==> src/hw/rtl/pse_pkg.sv <==
// Shared types, constants and token decoding for the postfix stack evaluator.
package pse_pkg;

  // Stack geometry.
  localparam int STACK_DEPTH = 64;
  localparam int PTR_W = $clog2(STACK_DEPTH);
  localparam int CNT_W = $clog2(STACK_DEPTH + 1);

  // Token queue between the front and the back.
  localparam int QUEUE_DEPTH = 4;
  localparam int QPTR_W = $clog2(QUEUE_DEPTH);
  localparam int QCNT_W = $clog2(QUEUE_DEPTH + 1);

  // Data path widths.
  localparam int DATA_W = 32;
  localparam int NUM_W = 31;
  localparam int FUNC_W = 3;
  localparam int STEP_W = $clog2(DATA_W);

  // Token kind codes on the func port.
  localparam logic [FUNC_W-1:0] FUNC_NUMBER = 3'd0;
  localparam logic [FUNC_W-1:0] FUNC_ADD = 3'd1;
  localparam logic [FUNC_W-1:0] FUNC_SUB = 3'd2;
  localparam logic [FUNC_W-1:0] FUNC_MUL = 3'd3;
  localparam logic [FUNC_W-1:0] FUNC_DIV = 3'd4;

  // Internal operation after classification.
  typedef enum logic [2:0] {
    OP_NUM,
    OP_ADD,
    OP_SUB,
    OP_MUL,
    OP_DIV,
    OP_DROP
  } op_t;

  // One classified token as it travels through the queue.
  typedef struct packed {
    op_t              op;
    logic [NUM_W-1:0] number;
    logic             last;
  } tok_t;

  // Map a token kind to an operation; every unknown kind only drops operands.
  function automatic op_t classify(input logic [FUNC_W-1:0] func);
    op_t op;
    begin
      case (func)
        FUNC_NUMBER: op = OP_NUM;
        FUNC_ADD:    op = OP_ADD;
        FUNC_SUB:    op = OP_SUB;
        FUNC_MUL:    op = OP_MUL;
        FUNC_DIV:    op = OP_DIV;
        default:     op = OP_DROP;
      endcase
      return op;
    end
  endfunction

endpackage

==> src/hw/rtl/pse_front.sv <==
// Front end: accepts input items and classifies them into queued tokens.
module pse_front
  import pse_pkg::*;
(
  input  logic              push,
  output logic              full,
  input  logic [FUNC_W-1:0] func,
  input  logic [NUM_W-1:0]  number,
  input  logic              last,
  input  logic              q_full,
  output logic              q_wr,
  output tok_t              q_wdata
);

  // An item is taken whenever the token queue has room.
  assign full = q_full;
  assign q_wr = push && !q_full;

  // Decode the token kind and pass the operand and the end marker along.
  always_comb begin
    q_wdata.op     = classify(func);
    q_wdata.number = number;
    q_wdata.last   = last;
  end

endmodule

==> src/hw/rtl/pse_queue.sv <==
// Short token queue that decouples the front end from the stack engine.
module pse_queue
  import pse_pkg::*;
(
  input  logic clk,
  input  logic rst,
  input  logic wr,
  input  tok_t wdata,
  output logic q_full,
  input  logic rd,
  output tok_t rdata,
  output logic q_empty
);

  tok_t              slots [QUEUE_DEPTH];
  logic [QPTR_W-1:0] wptr;
  logic [QPTR_W-1:0] rptr;
  logic [QCNT_W-1:0] fill;

  assign q_full  = (fill == QCNT_W'(QUEUE_DEPTH));
  assign q_empty = (fill == '0);
  assign rdata   = slots[rptr];

  // Pointer and fill bookkeeping.
  always_ff @(posedge clk) begin
    if (rst) begin
      wptr <= '0;
      rptr <= '0;
      fill <= '0;
    end else begin
      if (wr) begin
        wptr <= (wptr == QPTR_W'(QUEUE_DEPTH - 1)) ? '0 : wptr + QPTR_W'(1);
      end
      if (rd) begin
        rptr <= (rptr == QPTR_W'(QUEUE_DEPTH - 1)) ? '0 : rptr + QPTR_W'(1);
      end
      if (wr && !rd) begin
        fill <= fill + QCNT_W'(1);
      end else if (rd && !wr) begin
        fill <= fill - QCNT_W'(1);
      end
    end
  end

  // Token storage.
  always_ff @(posedge clk) begin
    if (wr) begin
      slots[wptr] <= wdata;
    end
  end

endmodule

==> src/hw/rtl/pse_back.sv <==
// Stack engine: runs tokens against the stack memory and produces results.
module pse_back
  import pse_pkg::*;
(
  input  logic              clk,
  input  logic              rst,
  input  tok_t              tok,
  input  logic              tok_empty,
  output logic              tok_pop,
  output logic              empty,
  input  logic              pop,
  output logic [DATA_W-1:0] value,
  output logic              div_zero,
  output logic              stack_overflow
);

  typedef enum logic [7:0] {
    S_IDLE   = 8'b0000_0001,
    S_POP_B  = 8'b0000_0010,
    S_POP_A  = 8'b0000_0100,
    S_EXEC   = 8'b0000_1000,
    S_DIV    = 8'b0001_0000,
    S_PUSH   = 8'b0010_0000,
    S_FIN_RD = 8'b0100_0000,
    S_FIN    = 8'b1000_0000
  } state_t;

  state_t state;
  state_t state_next;

  // Stack memory and its registered read port.
  logic [DATA_W-1:0] mem [STACK_DEPTH];
  logic [DATA_W-1:0] rdata;
  logic [PTR_W-1:0]  rd_addr;
  logic [CNT_W-1:0]  addr_full;

  // Stack and expression state.
  logic [CNT_W-1:0]  cnt;
  logic              dz_seen;
  logic              ovf_seen;
  tok_t              cur;
  logic [DATA_W-1:0] opa;
  logic [DATA_W-1:0] opb;
  logic [DATA_W-1:0] res;

  // Divider state.
  logic [DATA_W-1:0] rem;
  logic [DATA_W-1:0] quo;
  logic [DATA_W-1:0] dvs;
  logic              neg;
  logic [STEP_W-1:0] step;

  // Result register.
  logic              out_valid;
  logic              out_load;

  // Shared combinational values.
  logic [DATA_W-1:0] pop_val;
  logic              do_push;
  logic [DATA_W-1:0] push_data;
  logic              stack_full;
  logic [DATA_W-1:0] mag_a;
  logic [DATA_W-1:0] mag_b;
  logic [DATA_W:0]   rem_sh;
  logic [DATA_W:0]   diff;
  logic              ge;
  logic [DATA_W-1:0] quo_next;
  logic [DATA_W-1:0] rem_next;
  logic [DATA_W-1:0] prod;

  // The second pop reads one entry deeper than the first.
  assign addr_full = (state == S_POP_B) ? cnt - CNT_W'(2) : cnt - CNT_W'(1);
  assign rd_addr   = addr_full[PTR_W-1:0];

  // Popping an empty stack yields all ones.
  assign pop_val    = (cnt == '0) ? '1 : rdata;
  assign stack_full = (cnt == CNT_W'(STACK_DEPTH));

  assign tok_pop  = (state == S_IDLE) && !tok_empty;
  assign empty    = !out_valid;
  assign out_load = (state == S_FIN) && (!out_valid || pop);

  // Push requests come from number tokens and from finished operators.
  always_comb begin
    do_push   = 1'b0;
    push_data = res;
    if (tok_pop && tok.op == OP_NUM) begin
      do_push   = 1'b1;
      push_data = {1'b0, tok.number};
    end else if (state == S_PUSH && cur.op != OP_DROP) begin
      do_push   = 1'b1;
      push_data = res;
    end
  end

  // Operand magnitudes, one restoring division step and the product.
  always_comb begin
    mag_a    = opa[DATA_W-1] ? -opa : opa;
    mag_b    = opb[DATA_W-1] ? -opb : opb;
    rem_sh   = {rem, quo[DATA_W-1]};
    diff     = rem_sh - {1'b0, dvs};
    ge       = !diff[DATA_W];
    rem_next = ge ? diff[DATA_W-1:0] : rem_sh[DATA_W-1:0];
    quo_next = {quo[DATA_W-2:0], ge};
    prod     = opa * opb;
  end

  // Sequencer.
  always_comb begin
    state_next = state;
    case (state)
      S_IDLE: begin
        if (!tok_empty) begin
          if (tok.op == OP_NUM) begin
            state_next = tok.last ? S_FIN_RD : S_IDLE;
          end else begin
            state_next = S_POP_B;
          end
        end
      end
      S_POP_B:  state_next = S_POP_A;
      S_POP_A:  state_next = S_EXEC;
      S_EXEC: begin
        state_next = (cur.op == OP_DIV && mag_b != '0) ? S_DIV : S_PUSH;
      end
      S_DIV: begin
        if (step == STEP_W'(DATA_W - 1)) begin
          state_next = S_PUSH;
        end
      end
      S_PUSH:   state_next = cur.last ? S_FIN_RD : S_IDLE;
      S_FIN_RD: state_next = S_FIN;
      S_FIN: begin
        if (out_load) begin
          state_next = S_IDLE;
        end
      end
      default:  state_next = S_IDLE;
    endcase
  end

  // Control registers.
  always_ff @(posedge clk) begin
    if (rst) begin
      state     <= S_IDLE;
      cnt       <= '0;
      dz_seen   <= 1'b0;
      ovf_seen  <= 1'b0;
      out_valid <= 1'b0;
      step      <= '0;
    end else begin
      state <= state_next;
      if (do_push) begin
        if (stack_full) begin
          ovf_seen <= 1'b1;
        end else begin
          cnt <= cnt + CNT_W'(1);
        end
      end
      if ((state == S_POP_B || state == S_POP_A) && cnt != '0) begin
        cnt <= cnt - CNT_W'(1);
      end
      if (state == S_EXEC && cur.op == OP_DIV && mag_b == '0) begin
        dz_seen <= 1'b1;
      end
      if (state == S_EXEC) begin
        step <= '0;
      end else if (state == S_DIV) begin
        step <= step + STEP_W'(1);
      end
      if (out_load) begin
        out_valid <= 1'b1;
        cnt       <= '0;
        dz_seen   <= 1'b0;
        ovf_seen  <= 1'b0;
      end else if (pop) begin
        out_valid <= 1'b0;
      end
    end
  end

  // Operand capture, arithmetic, division data path and result register load.
  always_ff @(posedge clk) begin
    if (tok_pop) begin
      cur <= tok;
    end
    if (state == S_POP_B) begin
      opb <= pop_val;
    end
    if (state == S_POP_A) begin
      opa <= pop_val;
    end
    if (state == S_EXEC) begin
      rem <= '0;
      quo <= mag_a;
      dvs <= mag_b;
      neg <= opa[DATA_W-1] ^ opb[DATA_W-1];
      case (cur.op)
        OP_ADD:  res <= opa + opb;
        OP_SUB:  res <= opa - opb;
        OP_MUL:  res <= prod;
        default: res <= '0;
      endcase
    end
    if (state == S_DIV) begin
      rem <= rem_next;
      quo <= quo_next;
      if (step == STEP_W'(DATA_W - 1)) begin
        res <= neg ? -quo_next : quo_next;
      end
    end
    if (out_load) begin
      value          <= pop_val;
      div_zero       <= dz_seen;
      stack_overflow <= ovf_seen;
    end
  end

  // Stack memory write and registered read.
  always_ff @(posedge clk) begin
    if (do_push && !stack_full) begin
      mem[cnt[PTR_W-1:0]] <= push_data;
    end
    rdata <= mem[rd_addr];
  end

  a_cnt_bound: assert property (@(posedge clk) disable iff (rst)
    cnt <= CNT_W'(STACK_DEPTH))
    else $error("stack count exceeds the stack depth");

  a_clear_after_result: assert property (@(posedge clk) disable iff (rst)
    out_load |=> (cnt == '0 && !dz_seen && !ovf_seen && out_valid))
    else $error("expression state not cleared after a result");

  a_take_only_idle: assert property (@(posedge clk) disable iff (rst)
    tok_pop |-> (state == S_IDLE && !tok_empty))
    else $error("token taken while the engine is busy");

  a_div_entry: assert property (@(posedge clk) disable iff (rst)
    (state == S_DIV && $past(state) == S_EXEC) |-> (step == '0 && dvs != '0))
    else $error("divider started without a fresh nonzero divisor");

endmodule

==> src/hw/rtl/postfix_stack_evaluator_core.sv <==
// Top level of the postfix stack evaluator: front end, token queue, stack engine.
//
// Usage: tokens of a postfix expression enter on a queue-like port. An item
// (func, number, last) is accepted at a rising edge with push high and full
// low. Results leave on a second queue-like port: while empty is low, value,
// div_zero and stack_overflow show the oldest result, which is taken at an
// edge with pop high. Only a token with last set produces a result.
// Sequence: an accepted token is written into the token queue, then the stack
// engine takes it in idle. A number is pushed at once; add, subtract, multiply
// or an unknown operator go through the pop, pop, execute and push states, and
// a division with a nonzero divisor adds the divider loop (one quotient bit per
// cycle in the restoring divider); a last token adds states to read the stack
// top and load the result register. The engine takes no new token before it
// is back in idle, so a stream of divisions is paced by the divider loop.
// Reset clears the stack count, the sticky flags, the token queue and the
// result register; stack memory contents are not cleared.
// When the receiver stalls, the result is held and the engine waits at its
// next last token; the front keeps accepting items until the queue fills.
module postfix_stack_evaluator_core
  import pse_pkg::*;
(
  input  logic              clk,
  input  logic              rst,
  input  logic              push,
  output logic              full,
  input  logic [FUNC_W-1:0] func,
  input  logic [NUM_W-1:0]  number,
  input  logic              last,
  output logic              empty,
  input  logic              pop,
  output logic [DATA_W-1:0] value,
  output logic              div_zero,
  output logic              stack_overflow
);

  logic q_full;
  logic q_wr;
  tok_t q_wdata;
  logic q_rd;
  tok_t q_rdata;
  logic q_empty;

  // Classification of incoming items.
  pse_front u_front (
    .push    (push),
    .full    (full),
    .func    (func),
    .number  (number),
    .last    (last),
    .q_full  (q_full),
    .q_wr    (q_wr),
    .q_wdata (q_wdata)
  );

  // Token buffer between the two sides.
  pse_queue u_queue (
    .clk     (clk),
    .rst     (rst),
    .wr      (q_wr),
    .wdata   (q_wdata),
    .q_full  (q_full),
    .rd      (q_rd),
    .rdata   (q_rdata),
    .q_empty (q_empty)
  );

  // Stack execution and result delivery.
  pse_back u_back (
    .clk            (clk),
    .rst            (rst),
    .tok            (q_rdata),
    .tok_empty      (q_empty),
    .tok_pop        (q_rd),
    .empty          (empty),
    .pop            (pop),
    .value          (value),
    .div_zero       (div_zero),
    .stack_overflow (stack_overflow)
  );

endmodule

==> config.mk <==
export PLATFORM = sky130hd
export DESIGN_NAME = postfix_stack_evaluator_core
export DESIGN_NICKNAME = d
export VERILOG_FILES = /design/src/hw/rtl/pse_pkg.sv /design/src/hw/rtl/pse_front.sv /design/src/hw/rtl/pse_queue.sv /design/src/hw/rtl/pse_back.sv /design/src/hw/rtl/postfix_stack_evaluator_core.sv
export SDC_FILE = /design/constraint.sdc
export NUM_CORES = 2
export LEC_CHECK = 0
export BUFFER_PORTS_ARGS = -buffer_cell sky130_fd_sc_hd__buf_4
export CELL_PAD_IN_SITES_DETAIL_PLACEMENT = 0
export CELL_PAD_IN_SITES_GLOBAL_PLACEMENT = 2
export CORE_MARGIN = 1
export CORE_UTILIZATION = 53
export DETAILED_ROUTE_END_ITERATION = 10
export PLACE_DENSITY = 0.93
export SKIP_LAST_GASP = 1
export SLEW_MARGIN = 20
export SYNTH_ARGS = -nofsm -noshare
export SYNTH_HDL_FRONTEND = slang
export SYNTH_SLANG_ARGS = --single-unit
export TNS_END_PERCENT = 20
==> constraint.sdc <==
create_clock -name clk -period 22.5 [get_ports clk]
set_clock_uncertainty 0.05 [all_clocks]
set_input_delay 3.375 -clock clk [delete_from_list [all_inputs] [get_ports clk]]
set_output_delay 3.375 -clock clk [all_outputs]
set_load 0.005 [all_outputs]
==> results.py <==
metrics = {
    "place": {
        "gp_congestion": 0.929,
        "hpwlAfterDp_um": 181000,
        "dp_slack_ns": 14.01,
        "port_buffers": 74,
        "post_dp_cell_area_mm2": 0.121,
        "dp_cells": 9736,
    },
    "critical_path": {
        "cp_slowest_cell": "edfxtp_1",
        "crit_required_ns": 23.20,
        "r2r_start": "u_back.opa[5]",
        "r2r_cells": 25,
        "cp_slowest_stage_delay_ns": 1.04,
        "startpoint_type": "flop",
        "r2r-end": "u_back.res[29]",
        "critical_path_arrival_ns": 9.31,
        "critical_path.top_delay_family": "adder cells",
        "rrSetupSlack_ns": 13.89,
        "crit_type": "reg -> reg",
        "worstSetupEndpointType": "flop",
        "path_buf_inv": 5,
        "cp_common_cell": "fa_1",
        "cp_max_fo": 19,
    },
    "timing": {
        "finalSetupViolCount": 0,
        "slew_viol_final": 0,
        "fin_crit_ns": 8.61,
        "worst_pin_slew_ns": 1.12,
        "finalSetupTns_ns": 0,
        "layout_setup_ws_ns": 13.89,
        "hold_violations": 0,
        "finalCritPeriodShare_pct": 38.2,
        "rsz0062_at_grt": "false",
        "timing.slew.headroom_pct": 25.6,
        "timing.fmax_mhz": 116,
    },
    "drt": {
        "detail-route-antenna-nets": 0,
        "vias_per_cell": 6.27,
        "drt_iter0_drc": 6863,
        "drt-pass1-iter-count": 6,
        "vias": 63800,
        "post_drt_wl_per_cell_um": 29.6,
        "drc": 0,
        "routed_wirelength_um": 301000,
    },
    "synth": {
        "synthMuxAreaShare_pct": 12.9,
        "synth_cell_types": 85,
        "ys_warn_count": 0,
        "synthSimpleGateAreaFrac_pct": 5.51,
        "synth_ff_type": "edfxtp_1",
        "synth_top_family_by_area": "multiplexers",
        "synth-edff-count": 2387,
        "syn-num-nets": 7655,
        "syn_inst": 6998,
        "syn_area_per_cell_um2": 16.6,
        "synthAdderAreaFrac_pct": 9.31,
        "synth-seq-area-share_pct": 63.4,
        "synth-seq-cells": 2483,
        "synthesis.area_mm2": 0.116,
        "synth-xor-area-share_pct": 2.07,
        "synth-compound-area-share_pct": 4.02,
        "synthArstFlopShare_pct": 0,
    },
    "cells_and_area": {
        "final_area_mm2": 0.129,
        "stdcell_count": 10200,
        "nets": 7775,
        "seq_area_mm2": 0.0736,
        "drive_above_1_share_pct": 19.3,
        "multiInputGateArea_mm2": 0.0399,
        "fill_cells": 15700,
        "area_delta_synth_final_pct": 10.9,
    },
    "worst_hold_path": {
        "worstHoldEndpoint": "u_queue.rptr[1]",
        "hold_path_class": "reg -> reg",
        "hold_depth": 2,
        "hold_start": "u_queue.rptr[1]",
    },
    "power": {
        "p_switching_mw": 6.62,
        "p_seq_share_pct": 30.9,
        "irDropWorstVdd_uv": 342,
        "p_clk_share_pct": 23.1,
        "intPower_mw": 10.8,
        "power.density_mw_per_mm2": 136,
        "power_mw": 17.5,
        "swShare_pct": 37.9,
        "p_leak_nw": 44.6,
        "p_comb_share_pct": 46.0,
    },
    "clock_network": {
        "h-tree-depth": 4,
        "cts-root-buf": "clkbuf_16",
        "cts_hold_buf": 0,
        "clockBufferDepth": 3,
        "tritoncts": "yes",
        "clk_pin_slew_worst_paths_ns": 0.06,
        "cts_setup_buffers": 0,
        "clock_latency_ns": 0.90,
        "numCtsBuffers": 234,
        "cts.sinks": 2483,
        "cts_resized": 0,
    },
    "floorplan": {
        "start_util_pct": 53.4,
        "die_h_um": 470,
        "die_area_mm2": 0.221,
        "num_io_pins": 75,
        "coreArea_mm2": 0.217,
        "dieWidth_um": 470,
        "rows": 171,
    },
    "global_route": {
        "grt_start_max_net_pins": 126,
        "grt_pass1_wl_um": 442000,
        "first_global_vias": 65900,
        "grt_usage_pct": 27.4,
        "antenna_found_initial": 11,
        "overflow": 0,
    },
    "outcome": {
        "outcome": "complete, no violations",
    },
    "job": {
        "cap_violations": 0,
    },
}
## power groups by stage
stage / clock network (mW) / registers [mW] / logic (mW)
finish: 4.03 / 5.40 / 8.03
global route: 4.24 / 5.41 / 8.63
CTS: 4.07 / 5.40 / 8.07
detailed placement: 0 / 5.50 / 8.01
global placement: 0 / 5.49 / 7.96
floorplan: 0 / 5.47 / 5.44
## final cells by class
type,count,area share (%)
sequential,2483,57.1
clock buffer,284,4.75
clock inverter,151,1.36
antenna,6,0.0117
tap,2854,2.77
multi-input combinational,3678,31.0
timing repair buffer,276,1.67
inverter,445,1.30
## layout by cell type (no fill, tap or decap), types with 163 or more instances in the layout
cell,n
fa_1,411
mux2i_1,163
edfxtp_1,2387
mux4_2,547
buf_4,270
inv_1,444
ha_1,207
nor2_1,197
a21oi_1,206
clkbuf_16,234
nand2_1,368
and2_1,309
## worst register-to-register path, stage by stage (launching register included)
cell and delay, ns:
edfxtp_1 1.04, buf_4 0.39, and2_1 0.18, fa_1 0.41, inv_1 0.08, fa_1 0.42, fa_1 0.49, inv_1 0.06
fa_1 0.50, ha_1 0.32, ha_1 0.29, inv_1 0.05, fa_1 0.48, inv_1 0.05, fa_1 0.44, ha_1 0.25
or4_1 0.55, o221a_2 0.27, o41ai_1 0.74, o32ai_1 0.29, a21oi_1 0.33, o31ai_1 0.17, xnor2_1 0.18, nor2_1 0.05
a2111oi_0 0.32, o22ai_1 0.15
## worst max-delay path by stage
stage	from	endpoint	slack, ns	cells past startpoint
6_report	u_back.opa[5]	u_back.res[29]	13.89	25
5_1_grt	u_back.opa[5]	u_back.res[29]	13.49	25
4_1_cts	u_back.opa[5]	u_back.res[29]	13.99	25
3_5_place_dp	u_back.opa[5]	u_back.res[29]	14.01	25
3_3_place_gp	u_back.opa[5]	u_back.res[29]	14.11	25
2_1_floorplan	u_back.opb[6]	u_back.res[30]	15.11	27
## flip-flops by register name, indices dropped and copies added, names as in the netlist, 2 cells and up, named ones only
signal,cells
u_back.res,32
u_back.state,8
u_queue.rptr,2
u_back.rem,32
u_back.cur,4
u_queue.fill,3
u_back.opb,32
u_queue.wptr,2
u_back.mem,2048
u_back.cnt,7
u_back.quo,32
u_back.rdata,32
u_back.dvs,32
u_back.step,5
u_back.value,32
u_back.opa,32
u_queue.slots,140
## cell families after synthesis
kind of cell / after synthesis
adders and majority gates: 618
xor gates and xnor gates: 274
DFF: 2483
buffers and inverters: 837
muxes: 806
and+or+nand+nor: 1267
AOI/OAI and AO/OA: 713
## stage by stage
stage,utilization (%),hold slack [ns]
finish,59.3,0.449
floorplan,-,0.359
CTS,59.2,0.451
detailed placement,55.6,0.443
global route,59.2,0.471
global placement,55.6,0.415
## routing by layer
metal / track usage, % / vias up / routed length, um
li1: - / 26600 / -
met1: 35.5 / 33300 / 113000
met2: 45.9 / 3292 / 150000
met3: 4.54 / 660 / 24800
met4: 11.7 / 2 / 14200
met5: 0 / - / 13
## synth_stat cells, drive strengths merged (125+ instances only)
cell	number	area [um^2]
a21oi	207	1040
and2	313	1960
clkbuf	309	1160
edfxtp	2387	71700
fa	411	8230
ha	207	2590
inv	445	1670
mux2i	163	1630
mux4	547	12300
nand2	370	1390
nor2	265	1000
o21ai	130	651
xnor2	149	1310
xor2	125	1090
Power figures use the tool's default switching activity.
